===== src/hw/rtl/ils_pkg.sv =====
// shared types and constants for the indexed list store
`timescale 1ns / 1ps

package ils_pkg;

  // most entries the store can hold
  localparam int unsigned Capacity = 16;

  // field widths of the request and result items
  localparam int unsigned ActionW = 2;
  localparam int unsigned ValueW  = 32;
  localparam int unsigned IndexW  = 4;
  localparam int unsigned CountW  = 5;

  // internal widths that follow from the capacity
  localparam int unsigned CntW  = $clog2(Capacity + 1);
  localparam int unsigned SlotW = $clog2(Capacity);

  typedef enum logic [ActionW-1:0] {
    ACT_APPEND = 2'd0,
    ACT_REMOVE = 2'd1,
    ACT_READ   = 2'd2,
    ACT_NONE   = 2'd3
  } action_e;

  typedef logic signed [ValueW-1:0] value_t;

  // per-cell load controls
  typedef struct packed {
    logic load;   // take the appended value
    logic shift;  // take the neighbor toward the tail
  } cell_ctrl_t;

endpackage


===== src/hw/rtl/ils_req_if.sv =====
// request channel of the indexed list store
`timescale 1ns / 1ps

interface ils_req_if;
  logic                           valid;
  logic                           ready;
  logic [ils_pkg::ActionW-1:0]    action;
  logic signed [ils_pkg::ValueW-1:0] value;
  logic [ils_pkg::IndexW-1:0]     index;

  modport source (output valid, action, value, index, input ready);
  modport sink (input valid, action, value, index, output ready);
endinterface


===== src/hw/rtl/ils_res_if.sv =====
// result channel of the indexed list store
`timescale 1ns / 1ps

interface ils_res_if;
  logic                              valid;
  logic                              ready;
  logic signed [ils_pkg::ValueW-1:0] data_out;
  logic                              ok;
  logic [ils_pkg::CountW-1:0]        count;
  logic                              empty_res;

  modport source (output valid, data_out, ok, count, empty_res, input ready);
  modport sink (input valid, data_out, ok, count, empty_res, output ready);
endinterface


===== src/hw/rtl/ils_cell.sv =====
// one storage cell of the list: holds an entry, loads a new value or its neighbor
`timescale 1ns / 1ps

module ils_cell (
  input  logic                clk_i,
  input  ils_pkg::cell_ctrl_t ctrl_i,
  input  ils_pkg::value_t     append_value_i,
  input  ils_pkg::value_t     neighbor_i,
  output ils_pkg::value_t     data_o
);

  ils_pkg::value_t data_q;
  ils_pkg::value_t data_d;

  always_comb begin
    priority if (ctrl_i.load) begin
      data_d = append_value_i;
    end else if (ctrl_i.shift) begin
      data_d = neighbor_i;
    end else begin
      data_d = data_q;
    end
  end

  always_ff @(posedge clk_i) begin
    data_q <= data_d;
  end

  assign data_o = data_q;

endmodule


===== src/hw/rtl/indexed_list_store.sv =====
// indexed list store: the result is registered and valid in the cycle after the request is taken
// throughput 1 request per cycle while the result side takes every result
// on a removal, every entry at or past the position moves one place toward the head in the same cycle
// the row of cells, one per entry, sets that rate: each cell is a plain register with no stall
// reset clears the entry count and the result valid; entry contents are left as is
`timescale 1ns / 1ps

module indexed_list_store (
  input  logic       clk_i,
  input  logic       rst_ni,
  ils_req_if.sink    in_i,
  ils_res_if.source  out_o
);

  localparam int unsigned Cap = ils_pkg::Capacity;

  // entry count and result register
  logic [ils_pkg::CntW-1:0]   count_q, count_d;
  logic                       res_valid_q;
  ils_pkg::value_t            res_data_q, res_data_d;
  logic                       res_ok_q, res_ok_d;
  logic [ils_pkg::CountW-1:0] res_count_q;
  logic                       res_empty_q;

  // request decode
  logic                  accept;
  logic                  is_append, is_remove, is_read;
  logic                  full;
  logic                  pos_ok;
  logic [ils_pkg::SlotW-1:0] slot;

  // row of cells
  ils_pkg::value_t    cell_data [Cap];
  ils_pkg::cell_ctrl_t cell_ctrl [Cap];

  // new request goes in when the result register is free or drains this cycle
  assign in_i.ready = !res_valid_q || out_o.ready;
  assign accept     = in_i.valid && in_i.ready;

  always_comb begin
    is_append = 1'b0;
    is_remove = 1'b0;
    is_read   = 1'b0;
    unique case (ils_pkg::action_e'(in_i.action))
      ils_pkg::ACT_APPEND: is_append = 1'b1;
      ils_pkg::ACT_REMOVE: is_remove = 1'b1;
      ils_pkg::ACT_READ:   is_read   = 1'b1;
      ils_pkg::ACT_NONE:   ;
      default:             ;
    endcase
  end

  assign full   = (32'(count_q) >= 32'(Cap));
  // position valid only below the count
  assign pos_ok = (32'(in_i.index) < 32'(count_q));
  assign slot   = ils_pkg::SlotW'(in_i.index);

  // per-cell controls: append lands at the tail slot, removal pulls every
  // cell at or past the position from its neighbor toward the tail
  for (genvar i = 0; i < Cap; i++) begin : g_cell
    ils_pkg::value_t neighbor;

    assign cell_ctrl[i].load  = accept && is_append && !full &&
                                (32'(count_q) == 32'(i));
    assign cell_ctrl[i].shift = accept && is_remove && pos_ok &&
                                (32'(i) >= 32'(in_i.index));

    if (i == Cap - 1) begin : g_last
      // tail cell keeps its value, it falls outside the count after removal
      assign neighbor = cell_data[i];
    end else begin : g_inner
      assign neighbor = cell_data[i+1];
    end

    ils_cell u_cell (
      .clk_i          (clk_i),
      .ctrl_i         (cell_ctrl[i]),
      .append_value_i (in_i.value),
      .neighbor_i     (neighbor),
      .data_o         (cell_data[i])
    );
  end

  // result and next count
  always_comb begin
    count_d    = count_q;
    res_data_d = '0;
    res_ok_d   = 1'b0;
    if (is_append && !full) begin
      count_d  = count_q + ils_pkg::CntW'(1);
      res_ok_d = 1'b1;
    end else if ((is_remove || is_read) && pos_ok) begin
      res_data_d = cell_data[slot];
      res_ok_d   = 1'b1;
      if (is_remove) begin
        count_d = count_q - ils_pkg::CntW'(1);
      end
    end
  end

  // control state
  always_ff @(posedge clk_i or negedge rst_ni) begin
    if (!rst_ni) begin
      count_q     <= '0;
      res_valid_q <= 1'b0;
    end else begin
      if (accept) begin
        count_q     <= count_d;
        res_valid_q <= 1'b1;
      end else if (out_o.ready) begin
        res_valid_q <= 1'b0;
      end
    end
  end

  // result payload
  always_ff @(posedge clk_i) begin
    if (accept) begin
      res_data_q  <= res_data_d;
      res_ok_q    <= res_ok_d;
      res_count_q <= ils_pkg::CountW'(count_d);
      res_empty_q <= (count_d == '0);
    end
  end

  assign out_o.valid     = res_valid_q;
  assign out_o.data_out  = res_data_q;
  assign out_o.ok        = res_ok_q;
  assign out_o.count     = res_count_q;
  assign out_o.empty_res = res_empty_q;

endmodule

===== src/flat_wrapper.sv =====
// flat-port wrapper written by rule: the top's interface ports become plain ports
module indexed_list_store_flat 
  (clk_i, rst_ni, in_i_valid, in_i_action, in_i_value, in_i_index, in_i_ready, out_o_valid, out_o_data_out, out_o_ok, out_o_count, out_o_empty_res, out_o_ready);
  ils_req_if in_i_i ();
  ils_res_if out_o_i ();
  input  logic clk_i;
  input  logic rst_ni;
  input wire logic [$bits(in_i_i.valid)-1:0] in_i_valid;
  input wire logic [$bits(in_i_i.action)-1:0] in_i_action;
  input wire logic [$bits(in_i_i.value)-1:0] in_i_value;
  input wire logic [$bits(in_i_i.index)-1:0] in_i_index;
  output wire logic [$bits(in_i_i.ready)-1:0] in_i_ready;
  output wire logic [$bits(out_o_i.valid)-1:0] out_o_valid;
  output wire logic [$bits(out_o_i.data_out)-1:0] out_o_data_out;
  output wire logic [$bits(out_o_i.ok)-1:0] out_o_ok;
  output wire logic [$bits(out_o_i.count)-1:0] out_o_count;
  output wire logic [$bits(out_o_i.empty_res)-1:0] out_o_empty_res;
  input wire logic [$bits(out_o_i.ready)-1:0] out_o_ready;
  assign in_i_i.valid = in_i_valid;
  assign in_i_i.action = in_i_action;
  assign in_i_i.value = in_i_value;
  assign in_i_i.index = in_i_index;
  assign in_i_ready = in_i_i.ready;
  assign out_o_valid = out_o_i.valid;
  assign out_o_data_out = out_o_i.data_out;
  assign out_o_ok = out_o_i.ok;
  assign out_o_count = out_o_i.count;
  assign out_o_empty_res = out_o_i.empty_res;
  assign out_o_i.ready = out_o_ready;
  indexed_list_store u_core (.clk_i(clk_i), .rst_ni(rst_ni), .in_i(in_i_i), .out_o(out_o_i));
endmodule

===== config.mk =====
export PLATFORM = sky130hd
export DESIGN_NAME = indexed_list_store_flat
export DESIGN_NICKNAME = d
export VERILOG_FILES = /design/src/hw/rtl/ils_pkg.sv /design/src/hw/rtl/ils_req_if.sv /design/src/hw/rtl/ils_res_if.sv /design/src/hw/rtl/ils_cell.sv /design/src/hw/rtl/indexed_list_store.sv /design/src/flat_wrapper.sv
export SDC_FILE = /design/constraint.sdc
export NUM_CORES = 1
export LEC_CHECK = 0
export BUFFER_PORTS_ARGS = -buffer_cell sky130_fd_sc_hd__buf_2
export CAP_MARGIN = 20
export CORE_ASPECT_RATIO = 0.9
export CORE_MARGIN = 1
export CORE_UTILIZATION = 50
export CTS_BUF_LIST = sky130_fd_sc_hd__clkbuf_8
export DETAILED_ROUTE_END_ITERATION = 16
export MAX_ROUTING_LAYER = met4
export PLACE_DENSITY = 0.68
export SLEW_MARGIN = 30
export SYNTH_ARGS = -nofsm -noshare
export SYNTH_HDL_FRONTEND = slang
export SYNTH_SLANG_ARGS = --single-unit

===== constraint.sdc =====
create_clock -name clk_i -period 6.7 [get_ports clk_i]
set_input_delay 1.005 -clock clk_i [delete_from_list [all_inputs] [get_ports clk_i]]
set_output_delay 1.005 -clock clk_i [all_outputs]
set_load 0.02 [all_outputs]

; Yosys cells after proc, flatten, opt, wreduce, memory -nomap -nowiden
; Cells that the tools add are included.
[totals]
ff_bits = 557
out_inout_bits = 41
wordCells = 165
[op_classes]
addsub = 2
n_lt_le_gt_ge = 18
n_eq_ne = 17
muxes = 42
bitwise = 2
reduce_logical = 62
[op_table]
columns = operator, count
row1 = $mux 32, 32
row2 = $bmux 32 s4, 1
row3 = $eq 5x4->1 const B, 8
row4 = $logic_and 1x1->1, 38
row5 = $reduce_bool 2->1, 16
row6 = $ge 4x4->1 const A, 7
row7 = $eq 5x3->1 const B, 4
row8 = $ge 3x4->1 const A, 4
row9 = $mux 5, 3
row10 = $eq 5x2->1 const B, 2
row11 = $ge 5x5->1 const B, 2
row12 = $logic_not 5->1, 2
row13 = $ge 1x4->1 const A, 2
row14 = $ge 2x4->1 const A, 2
row15 = $mux 1, 6
row16 = $add 5x1->5 const B, 1
row17 = $eq 5x1->1 const B, 1
row18 = $lt 4x5->1, 1
row19 = $not 4->5, 1
row20 = $sub 5x1->5 const B, 1
row21 = $eq 2x1->1 const B, 1
row22 = $eq 2x2->1 const B, 1
row23 = $logic_not 1->1, 2
row24 = $logic_not 2->1, 1
row25 = other kinds (3), 4

; Logic depth before layout (Yosys ltp)
; Gate-level depths: netlist of the first run.
[logic_depth]
ltp_word = 8
ltp_mapped = 9
mapped_depth_nobuf = 8

; By module
; From an unflattened synthesis of the first run, not the netlist that was laid out.
[hier_totals]
cells_unflattened = 1502
hier_area_um2 = 30266.5
[by_module_without_submodules]
columns = module, instances, cells_per_inst, area_each_um2, seq_area_each_um2
row1 = ils_cell, 16, 69, 1507.7, 960.9
row2 = indexed_list_store, 1, 398, 6143.4, 1321.3

; Worst setup path before layout of the first run
; OpenSTA, ideal clock, no wires.
[synth_path]
path_type = input-to-reg
from = input out_o_ready
to = register u_core.g_cell[4].u_cell.data_q[0], enable pin
setup_ps = 466
arrival_ps = 5085
path_slack_ps = 1149
cell_stages = 7
cell_sequence = nand2b_1 nand2_1 clkinv_1 o311ai_2 or2_0 buf_2 o21ai_0
[synth_between]
elab_chain_cells = 6
[synth_lines]
columns = item, line
row1 = "start, declared", flat_wrapper.sv:18  ; input wire logic [$bits(out_o_i.ready)-1:0] out_o_ready;
row2 = $logic_or 1x1->1 *, indexed_list_store.sv:37  ; assign in_i.ready = !res_valid_q || out_o.ready;
row3 = $logic_and 1x1->1 *, indexed_list_store.sv:38  ; assign accept = in_i.valid && in_i.ready;
row4 = named net u_core.accept, indexed_list_store.sv:26  ; logic accept;
row5 = $logic_and 1x1->1 (on tied branches) (3 in a row), "indexed_list_store.sv:65, indexed_list_store.sv:63"
row6 = $reduce_bool 2->1 (no source line) *, n/a
row7 = "end signal, assigned", ils_cell.sv:26  ; data_q <= data_d;
row8 = "end, declared", ils_cell.sv:12  ; ils_pkg::value_t data_q;
; The timed path passes the listed nets; every way through them passes the cells marked *.
; A chain may end at the register's enable or synchronous reset.

; Final worst setup path of the first run
[layout_path]
from = register u_core.count_q[2] in the netlist's numbering
to = register u_core.g_cell[6].u_cell.data_q[21], enable pin
[layout_between]
elab_chain_cells = 5
[layout_lines]
columns = item, line
row1 = "start, declared", indexed_list_store.sv:18  ; logic [ils_pkg::CntW-1:0] count_q, count_d;
row2 = "start signal, assigned", indexed_list_store.sv:108  ; count_q <= count_d;
row3 = $ge 5x5->1, indexed_list_store.sv:53  ; assign full = (32'(count_q) >= 32'(Cap));
row4 = $logic_not 1->1, indexed_list_store.sv:63  ; assign cell_ctrl[i].load = accept && is_append && !full &&
row5 = $logic_and 1x1->1 (2 in a row), indexed_list_store.sv:63
row6 = $reduce_bool 2->1 (no source line) *, n/a
row7 = "end signal, assigned", ils_cell.sv:26
row8 = "end, declared", ils_cell.sv:12
; Mark *: on every way between the ends. The rest lies on a longest branch, timed or not.

==> results of run 1 <==
## per-layer routing
layer  routed length (µm)  vias to the layer above
met3                 3260                      111
met1                29700                     7930
met2                31500                      424
met4                 1540                        0
li1                     -                     6520
met5                    0                        -
## through the flow
stage | worst slack, ps | utilization [%]
after floorplan | 1150 | -
final | 2600 | 56.2
after detailed placement | 1830 | 53.0
after CTS | 2450 | 56.1
after global routing | 2370 | 56.2
after global placement | 1830 | 52.8
## critical path, stage by stage, from the launching register on
cell	delay [ps]
sky130_fd_sc_hd__dfrtp_1	710
sky130_fd_sc_hd__inv_1	260
sky130_fd_sc_hd__ha_1	300
sky130_fd_sc_hd__a2111oi_4	430
sky130_fd_sc_hd__o311ai_2	140
sky130_fd_sc_hd__buf_4	220
sky130_fd_sc_hd__or2_0	520
sky130_fd_sc_hd__o22ai_4	720
sky130_fd_sc_hd__buf_4	440
## layout by cell type (no fill, tap or decap), types with 6 or more instances in the layout
master and count:
sky130_fd_sc_hd__a211oi_1 64, sky130_fd_sc_hd__a21oi_1 7, sky130_fd_sc_hd__buf_2 78, sky130_fd_sc_hd__buf_4 37, sky130_fd_sc_hd__clkbuf_8 95, sky130_fd_sc_hd__clkinv_1 26, sky130_fd_sc_hd__clkinv_2 10, sky130_fd_sc_hd__dfrtp_1 6
sky130_fd_sc_hd__edfxtp_1 551, sky130_fd_sc_hd__ha_1 11, sky130_fd_sc_hd__inv_1 41, sky130_fd_sc_hd__mux2_1 6, sky130_fd_sc_hd__mux2_2 476, sky130_fd_sc_hd__mux2i_1 32, sky130_fd_sc_hd__mux4_2 128, sky130_fd_sc_hd__nand2_1 13
sky130_fd_sc_hd__nor2_1 7, sky130_fd_sc_hd__nor2_4 9, sky130_fd_sc_hd__nor2b_1 35
## cells by family after synthesis
logic type      count (synthesis)
simple gates                   94
fa+ha+maj                      11
flops                         557
xor+xnor                        5
buf+inv                       145
compound gates                102
mux                           642
## power groups by stage
stage | Sequential [W] | Clock [W] | Combinational (W)
after floorplan | 0.00410 | 0 | 0.000503
after global placement | 0.00410 | 0 | 0.000768
after detailed placement | 0.00411 | 0 | 0.000781
after CTS | 0.00404 | 0.00289 | 0.000785
after global routing | 0.00405 | 0.00303 | 0.000840
final | 0.00404 | 0.00282 | 0.000777
## registers in the layout (all words and copies together) (netlist names)
| register | cells |
|---|---|
| u_core.g_cell.u_cell.data_o | 512 |
| u_core.out_o.empty_res | 1 |
| u_core.out_o.count | 5 |
| u_core.out_o.ok | 1 |
| u_core.out_o.data_out | 32 |
| u_core.count_q | 5 |
| u_core.out_o.valid | 1 |
## area by class of cell
class | count | area (µm²)
antenna | 1 | 2.50
clock buffer | 94 | 1290
clock inverter | 77 | 400
fill | 4262 | 23800
inverter | 9 | 33.8
multi-input combinational | 854 | 10400
sequential | 557 | 16700
tap | 705 | 882
timing repair buffer | 124 | 825
## path summary, 6_finish.rpt
kind | from | slack (ps) | end | depth (start not counted)
max | u_core.count_q[2] | 2600 | u_core.g_cell[6].u_cell.data_o[21] | 8
min in group clk_i | in_i_valid | 540 | u_core.out_o.valid | 2
max reg2reg | u_core.count_q[2] | 2600 | u_core.g_cell[6].u_cell.data_o[21] | 8
max in group asynchronous | rst_ni | 6400 | u_core.count_q[4] | 1
min reg2reg | u_core.out_o.valid | 550 | u_core.out_o.valid | 2
min | rst_ni | 150 | u_core.out_o.valid | 1
==> impl_metrics.json, run 1 <==
{
  "synth_async_reset_ratio_pct": 1.08,
  "drv_slew": 0,
  "synthAdderAreaFrac_pct": 0.500,
  "grt_antenna_before_repair": 1,
  "switchingPower_w": 0.00198,
  "numCtsBuffers": 92,
  "netlist-cell-type-count": 51,
  "ys_top_cells_by_count": "551 x sky130_fd_sc_hd__edfxtp_1, 476 x sky130_fd_sc_hd__mux2_2, 128 x sky130_fd_sc_hd__mux4_2",
  "postSynth.topFlopCell": "sky130_fd_sc_hd__edfxtp_1",
  "hold_buffers": 0,
  "syn_area_per_cell_um2": 17.7,
  "share_of_synthesized_cell_area_in_and_or_nand_and_nor_gates_pct": 2.01,
  "port_buffers": 82,
  "timing.hold.ws_ps": 148,
  "run_status": "complete, no violations",
  "worst-setup-path-type": "reg2reg",
  "grt_most_used_layer": "met2",
  "combinationalPowerShare_pct": 10.2,
  "drcViolationCount": 0,
  "grt.overflow.total": 0,
  "final_layout_size_suffix_gt1_share_pct": 51.3,
  "antenna_violating_nets_left": 0,
  "wire_length_of_the_first_global_routing_pass_um": 101000,
  "netlist.top_cell.by_area": "sky130_fd_sc_hd__edfxtp_1",
  "tritoncts": "done",
  "std_cell_rows": 81,
  "wl_per_cell_um": 27.3,
  "hold_viol": 0,
  "compound_gate_fraction_of_synth_area_pct": 2.85,
  "grt_max_degree": 60,
  "crit_path_start_kind": "flop",
  "nNetsFinal": 1691,
  "final_cell_count_no_fill": 2421,
  "synth-seq-cells": 557,
  "post_cts_resize_count": 0,
  "synth_most_common_cell": "sky130_fd_sc_hd__edfxtp_1",
  "slew-limit-headroom_pct": 40.1,
  "htree_levels": 3,
  "setup_tns_ps": 0,
  "cts.root.buffer_cell": "sky130_fd_sc_hd__clkbuf_8",
  "synth.yosys.warnings": 0,
  "post_dp_cell_area_mm2": 0.0288,
  "p_clk_share_pct": 36.9,
  "grt.met3_usage_pct": 4.40,
  "cap_violations": 0,
  "detail_route.iter0.violations": 1183,
  "floorplan.die.width_um": 249,
  "cellPowerDensity_mw_per_mm2": 250,
  "synthMuxAreaShare_pct": 31.4,
  "grt_setup_unrepaired": "false",
  "power.internal_w": 0.00566,
  "leakage_power_nw": 9.99,
  "drt-total-wl_um": 66000,
  "final.setup_skew_ps": 20.7,
  "drt_pre_antenna_iters": 5,
  "power.sequential.fraction_pct": 52.9,
  "p_total_w": 0.00763,
  "clk_path_buf_depth": 3,
  "period_share_pct": 61.2,
  "global_route.usage.total_pct": 24.9,
  "synth-xor-area-share_pct": 0.159,
  "grt_use_met1_pct": 33.8,
  "ir_drop_mv": 0.212,
  "syn-num-nets": 1609,
  "setup.worst_path.end_class": "flop",
  "die_area_mm2": 0.0560,
  "timing_worst_slew_pin_value_ps": 898,
  "floorplan.initialDensity_pct": 50.6,
  "postSynthCellCount": 1556,
  "worst_setup_hold_path_clk_slew_ps": 60,
  "core_mm2": 0.0543,
  "synth.area.top_cells": "sky130_fd_sc_hd__edfxtp_1 60%, sky130_fd_sc_hd__mux2_2 19%, sky130_fd_sc_hd__mux4_2 10%",
  "worstPathArrival_ps": 4440,
  "grt_pass1_vias": 15900,
  "post-dp-hpwl_um": 37800,
  "power_switching_share_pct": 25.9,
  "globalRouteMet2Util_pct": 38.8,
  "vias": 15000,
  "finalWorstPathRequiredPeriod_ps": 4100,
  "routed_via_density": 6.19,
  "place_inst": 2247,
  "io_pins": 83,
  "combinational_family_with_the_most_area_after_synthesis": "multiplexers",
  "yosys.area.top_type_share_pct": 60.1,
  "area_growth_syn_to_layout_pct": 10.9,
  "cp.required_ps": 7040,
  "globalplace.congestion": 0.812,
  "achievable-frequency_mhz": 244,
  "syn-cell-area_mm2": 0.0275,
  "worstSkewPairLatency_ps": 690,
  "post_cts_buffers": 0,
  "hold_path_class": "in2async",
  "design_area_mm2": 0.0305,
  "numClockSinks": 557,
  "worst-path-max-fanout": 17,
  "setup_viol": 0,
  "synth-edff-count": 551,
  "die-height_um": 225,
  "seq_area_frac_synth_pct": 60.7
}
(Power assumes the default switching activity.)
==> inputs of run 2 (changes only) <==
PLACE_DENSITY = 0.71   (was 0.68)
clock period = 3.5 ns   (was 6.7 ns; I/O delays follow)
==> impl_metrics.json, run 2 (synthesized netlist as in run 1, its figures left out) <==
{
  "combinationalPowerShare_pct": 11.2,
  "drcViolationCount": 0,
  "timing_worst_slew_pin_value_ps": 773,
  "cap_violations": 0,
  "worst-path-max-fanout": 25,
  "final_layout_size_suffix_gt1_share_pct": 52.0,
  "crit_path_start_kind": "flop",
  "fillerInstances": 4179,
  "globalplace.congestion": 0.853,
  "cellPowerDensity_mw_per_mm2": 466,
  "die-height_um": 225,
  "place_inst": 2284,
  "setup.worst_path.end_class": "flop",
  "finalWorstPathRequiredPeriod_ps": 2970,
  "worst-setup-path-type": "reg2reg",
  "io_pins": 83,
  "port_buffers": 82,
  "p_clk_share_pct": 35.6,
  "cp_slowest_cell": "sky130_fd_sc_hd__dfrtp_1",
  "core_mm2": 0.0543,
  "vias": 15200,
  "drv_slew": 0,
  "grt.overflow.total": 0,
  "die_area_mm2": 0.0560,
  "clk_path_buf_depth": 3,
  "wire_length_of_the_first_global_routing_pass_um": 101000,
  "period_share_pct": 84.8,
  "floorplan.initialDensity_pct": 50.6,
  "grt_antenna_before_repair": 0,
  "hold_viol": 0,
  "cts.root.buffer_cell": "sky130_fd_sc_hd__clkbuf_8",
  "worstSkewPairLatency_ps": 700,
  "numClockSinks": 557,
  "p_total_w": 0.0144,
  "worst_path_dominant_cell_family": "compound AO/OA/AOI/OAI gates",
  "antenna_violating_nets_left": 0,
  "hold_path_class": "in2reg",
  "worst_stage_delay_on_the_critical_path_ps": 470,
  "most_common_cell_after_layout_fill_and_taps_aside": "sky130_fd_sc_hd__edfxtp_1",
  "wl_per_cell_um": 27.5,
  "area_growth_syn_to_layout_pct": 12.6,
  "leakage_power_nw": 10.3,
  "grt_setup_unrepaired": "false",
  "nNetsFinal": 1728,
  "worst_setup_hold_path_clk_slew_ps": 60,
  "routed_via_density": 6.18,
  "slew-limit-headroom_pct": 48.0,
  "commonest_cells_after_routing_fill_and_taps_aside": "551 x sky130_fd_sc_hd__edfxtp_1, 476 x sky130_fd_sc_hd__mux2_2, 128 x sky130_fd_sc_hd__mux4_2",
  "tritoncts": "done",
  "post_cts_resize_count": 0,
  "grt_pass1_vias": 16100,
  "ir_drop_mv": 0.310,
  "final_core_util_pct": 57.1,
  "final.setup_skew_ps": 23.7,
  "grt_max_degree": 88,
  "cp.required_ps": 3870,
  "htree_levels": 3,
  "global_route.usage.total_pct": 25.3,
  "numCtsBuffers": 92,
  "post-dp-hpwl_um": 40700,
  "drt-total-wl_um": 67400,
  "path_buf_inv": 3,
  "switchingPower_w": 0.00376,
  "run_status": "complete, no violations",
  "detail_route.iter0.violations": 1124,
  "std_cell_rows": 81,
  "achievable-frequency_mhz": 337,
  "power.internal_w": 0.0107,
  "worstPathArrival_ps": 3340,
  "power.sequential.fraction_pct": 53.2,
  "floorplan.die.width_um": 249,
  "worstPathCellList": "inv_1 > ha_1 > a2111oi_4 > o311ai_2 > or2_0 > buf_4 > o41ai_4 > buf_12",
  "setup_viol": 0,
  "largest_reg_flops": 512,
  "drt_pre_antenna_iters": 5,
  "power_switching_share_pct": 26.0,
  "n_antenna_cell": 0,
  "final_cell_count_no_fill": 2454
}
==> run 2: cell count changes in the layout (fill, tap and decap cells not counted), sizes merged <==
cell,before,now
buf,123,158
diode,1,0
clkinvlp,4,3
dlygate4sd3,0,2
clkbuf,95,96
clkinv,36,27
inv,43,52
bufinv,3,0
==> run 2: worst register-to-register path: stages, from the launching register on <==
cell and delay (ps):
sky130_fd_sc_hd__dfrtp_1 470, sky130_fd_sc_hd__inv_1 190, sky130_fd_sc_hd__ha_1 350, sky130_fd_sc_hd__a2111oi_4 390
sky130_fd_sc_hd__o311ai_2 160, sky130_fd_sc_hd__or2_0 220, sky130_fd_sc_hd__buf_4 200, sky130_fd_sc_hd__o41ai_4 390
sky130_fd_sc_hd__buf_12 280
==> run 2: repair_timing <==
action / CTS / global route
endpoints found under the hold margin: 7 / 0
hold buffers: 2 / 0
buffers inserted: 0 / 0
==> run 2: routing by layer <==
layer	share of wire, %	vias up	global-route usage, %
met5	0	-	-
met4	2.2	0	7.23
met3	5.1	110	4.74
met2	48	464	39.5
met1	45	8024	34.0
li1	-	6577	-
==> run 2: path summary, 6_finish.rpt <==
kind	start	to	slack, ps	depth (start not counted)
min in group asynchronous	rst_ni	u_core.count_q[0]	200	2
max in group asynchronous	rst_ni	u_core.count_q[3]	3140	2
hold / removal	out_o_ready	u_core.out_o.valid	140	3
setup / recovery	u_core.count_q[1]	u_core.g_cell[0].u_cell.data_o[12]	530	8
setup reg to reg	u_core.count_q[1]	u_core.g_cell[0].u_cell.data_o[12]	530	8
hold reg to reg	u_core.out_o.valid	u_core.out_o.valid	530	2
==> run 2: through the flow <==
step           instance area (µm²)  TNS (ps)  setup slack, ps  hold slack (ps)
6_report                     31000         0              534              140
5_1_grt                      31000         0              410              124
4_1_cts                      31000         0              537             90.1
3_5_place_dp                 29400         0              382              366
3_3_place_gp                 29300         0              465              362
2_1_floorplan                27600     -5640            -51.2              229
==> run 2: cell type report <==
class	count	area [µm²]	area share (%)
flip-flops and latches	557	16700	53.9
inverters	9	46.3	0.149
well taps	705	882	2.85
clock inverters	73	305	0.985
multi-input cells	854	10400	33.5
repair buffers	161	1380	4.46
clock buffers	95	1310	4.22
==> run 2: power groups by stage <==
stage          Sequential (W)  Combinational (W)  Clock [W]
6_report              0.00767            0.00162    0.00514
5_1_grt               0.00769            0.00173    0.00554
4_1_cts               0.00767            0.00163    0.00528
3_5_place_dp          0.00781            0.00162          0
3_3_place_gp          0.00780            0.00160          0
2_1_floorplan         0.00785           0.000970          0
==> inputs of run 3 (changes only) <==
ABC_AREA = 1   (was default)
clock period = 2.5 ns   (was 3.5 ns; I/O delays follow)
==> impl_metrics.json, run 3 <==
{
  "run_status": "complete, no violations",
  "achievable-frequency_mhz": 418,
  "synth.area.top_cells": "sky130_fd_sc_hd__edfxtp_1 60%, sky130_fd_sc_hd__o21ai_0 9.0%, sky130_fd_sc_hd__nand2_1 8.0%",
  "antenna_violating_nets_left": 0,
  "p_clk_share_pct": 34.2,
  "power.internal_w": 0.0154,
  "timing_worst_slew_pin_value_ps": 730,
  "clk_path_buf_depth": 3,
  "synth_async_reset_ratio_pct": 1.08,
  "nNetsFinal": 2900,
  "vias": 21200,
  "slew-limit-headroom_pct": 51.3,
  "cellPowerDensity_mw_per_mm2": 691,
  "setup.worst_path.end_class": "flop",
  "drt_pre_antenna_iters": 6,
  "drv_slew": 0,
  "cts.root.buffer_cell": "sky130_fd_sc_hd__clkbuf_8",
  "tritoncts": "done",
  "postSynth.topFlopCell": "sky130_fd_sc_hd__edfxtp_1",
  "worstSkewPairLatency_ps": 690,
  "final_layout_size_suffix_gt1_share_pct": 13.0,
  "final_cell_count_no_fill": 3618,
  "finalWorstPathRequiredPeriod_ps": 2390,
  "grt_pass1_vias": 19000,
  "wl_per_cell_um": 19.3,
  "synth-edff-count": 551,
  "ir_drop_mv": 0.453,
  "switchingPower_w": 0.00587,
  "floorplan.initialDensity_pct": 50.6,
  "port_buffers": 82,
  "leakage_power_nw": 11.7,
  "period_share_pct": 95.6,
  "globalplace.congestion": 0.861,
  "worst_setup_hold_path_clk_slew_ps": 60,
  "synth_most_common_cell": "sky130_fd_sc_hd__nand2_1",
  "final.setup_skew_ps": 27.1,
  "power.sequential.fraction_pct": 51.7,
  "routed_via_density": 5.85,
  "drcViolationCount": 0,
  "grt_antenna_before_repair": 1,
  "syn-num-nets": 2825,
  "power_switching_share_pct": 27.6,
  "io_pins": 83,
  "post-dp-hpwl_um": 46400,
  "n_antenna_cell": 0,
  "wire_length_of_the_first_global_routing_pass_um": 109000,
  "setup_viol": 0,
  "cap_violations": 0,
  "fillerInstances": 4551,
  "yosys.area.top_type_share_pct": 60.3,
  "detail_route.iter0.violations": 2875,
  "syn-cell-area_mm2": 0.0274,
  "seq_area_frac_synth_pct": 60.9,
  "die-height_um": 224,
  "drt-total-wl_um": 69800,
  "most_common_cell_after_layout_fill_and_taps_aside": "sky130_fd_sc_hd__nand2_1",
  "global_route.usage.total_pct": 25.2,
  "commonest_cells_after_routing_fill_and_taps_aside": "577 x sky130_fd_sc_hd__nand2_1, 551 x sky130_fd_sc_hd__edfxtp_1, 492 x sky130_fd_sc_hd__o21ai_0",
  "storage_element_area_mm2": 0.0167,
  "cp.required_ps": 2860,
  "combinationalPowerShare_pct": 14.1,
  "postSynthCellCount": 2772,
  "netlist.top_cell.by_area": "sky130_fd_sc_hd__edfxtp_1",
  "place_inst": 3418,
  "numClockSinks": 557,
  "multiInputGateArea_mm2": 0.00924,
  "worst-setup-path-type": "reg2reg",
  "worstPathArrival_ps": 2750,
  "grt.overflow.total": 0,
  "crit_path_start_kind": "flop",
  "grt_max_degree": 104,
  "hold_viol": 0,
  "netlist-cell-type-count": 35,
  "core_mm2": 0.0542,
  "syn_area_per_cell_um2": 9.90,
  "die_area_mm2": 0.0558,
  "hold_path_class": "in2reg",
  "synth.yosys.warnings": 0,
  "std_cell_rows": 81,
  "final_core_util_pct": 56.7,
  "ys_top_cells_by_count": "586 x sky130_fd_sc_hd__nand2_1, 551 x sky130_fd_sc_hd__edfxtp_1, 492 x sky130_fd_sc_hd__o21ai_0",
  "synth-seq-cells": 557,
  "numCtsBuffers": 92,
  "area_growth_syn_to_layout_pct": 12.1,
  "worst-path-max-fanout": 16,
  "largest_reg_flops": 512,
  "floorplan.die.width_um": 249,
  "htree_levels": 3
}
[run 3: cell types whose count changed after synthesis, sizes merged, moves of 64 or more]
cell and delta:
mux2 -482, o21ai +760, mux4 -128, nand2 +576, nor2 +305, a211oi -64
[run 3: stage by stage]
step | total power, W | hold WS, ps | setup slack (ps) | TNS [ps] | area, µm²
final | 0.0213 | 93.8 | 110 | 0 | 30800
after global routing | 0.0220 | 86.6 | -12.2 | -107 | 30800
after CTS | 0.0213 | 33.5 | 94.4 | 0 | 30700
after detailed placement | 0.0140 | 223 | 5.56 | 0 | 28700
after global placement | 0.0140 | 213 | 24.0 | 0 | 28700
after floorplan | 0.0129 | 79.4 | -914 | -113150 | 27600
[run 3: cell families after synthesis]
| logic type | count (synthesis) | share of synthesized area [%] |
|---|---|---|
| xor gates and xnor gates | 1 | 0.0319 |
| AOI/OAI and AO/OA | 934 | 18.7 |
| buffers and inverters | 310 | 6.12 |
| and+or+nand+nor | 959 | 13.8 |
| adders and majority gates | 11 | 0.502 |
| DFF | 557 | 60.9 |
[run 3: final cells by class]
cell class	instances	share of cell area [%]
Sequential cell	557	54.3
Multi-Input combinational cell	1905	30.0
Timing Repair Buffer	225	6.73
Clock buffer	96	4.30
Tap cell	705	2.87
Clock inverter	64	0.944
Inverter	66	0.850
[run 3: critical path, stage by stage (launching register included)]
cell and delay [ps]:
sky130_fd_sc_hd__dfrtp_1 370, sky130_fd_sc_hd__inv_2 50, sky130_fd_sc_hd__ha_1 270, sky130_fd_sc_hd__inv_1 60, sky130_fd_sc_hd__nor2_1 70, sky130_fd_sc_hd__nand2_1 130
sky130_fd_sc_hd__nand2_2 70, sky130_fd_sc_hd__nor2_4 140, sky130_fd_sc_hd__nand3_4 140, sky130_fd_sc_hd__nor2_4 180, sky130_fd_sc_hd__nand2_4 140, sky130_fd_sc_hd__o21ai_4 170
sky130_fd_sc_hd__buf_12 130, sky130_fd_sc_hd__buf_12 160
[run 3: per-layer routing]
layer | wire [µm] | up-vias | global-route usage [%] | share of wire [%]
met5 | 0 | - | - | 0
met1 | 32000 | 9929 | 38.4 | 46
met4 | 1350 | 0 | 7.23 | 1.9
li1 | - | 10000 | - | -
met3 | 7450 | 98 | 5.22 | 11
met2 | 29000 | 1130 | 33.8 | 42
[run 3: worst paths after layout]
path / startpoint / depth (start not counted) / slack (ps) / endpoint
max in group asynchronous: rst_ni / 2 / 2210 / u_core.out_o.valid
min reg2reg: u_core.out_o.valid / 2 / 530 / u_core.out_o.valid
min: in_i_valid / 3 / 90 / u_core.out_o.valid
max: u_core.count_q[3] / 13 / 110 / u_core.g_cell[0].u_cell.data_o[28]
max reg2reg: u_core.count_q[3] / 13 / 110 / u_core.g_cell[0].u_cell.data_o[28]
min in group asynchronous: rst_ni / 2 / 110 / u_core.count_q[0]
[run 3: power groups by stage]
stage | registers [W] | clock network (W) | logic [W]
floorplan | 0.0113 | 0 | 0.00166
global placement | 0.0112 | 0 | 0.00283
detailed placement | 0.0112 | 0 | 0.00287
CTS | 0.0110 | 0.00739 | 0.00292
global route | 0.0110 | 0.00776 | 0.00326
finish | 0.0110 | 0.00726 | 0.00300
[run 3: what timing repair did]
action	4_1_cts	5_1_grt
resized for setup	0	5
hold buffers	34	0
setup endpoints to repair	0	67
hold endpoints to repair	39	0
setup buffers	0	4
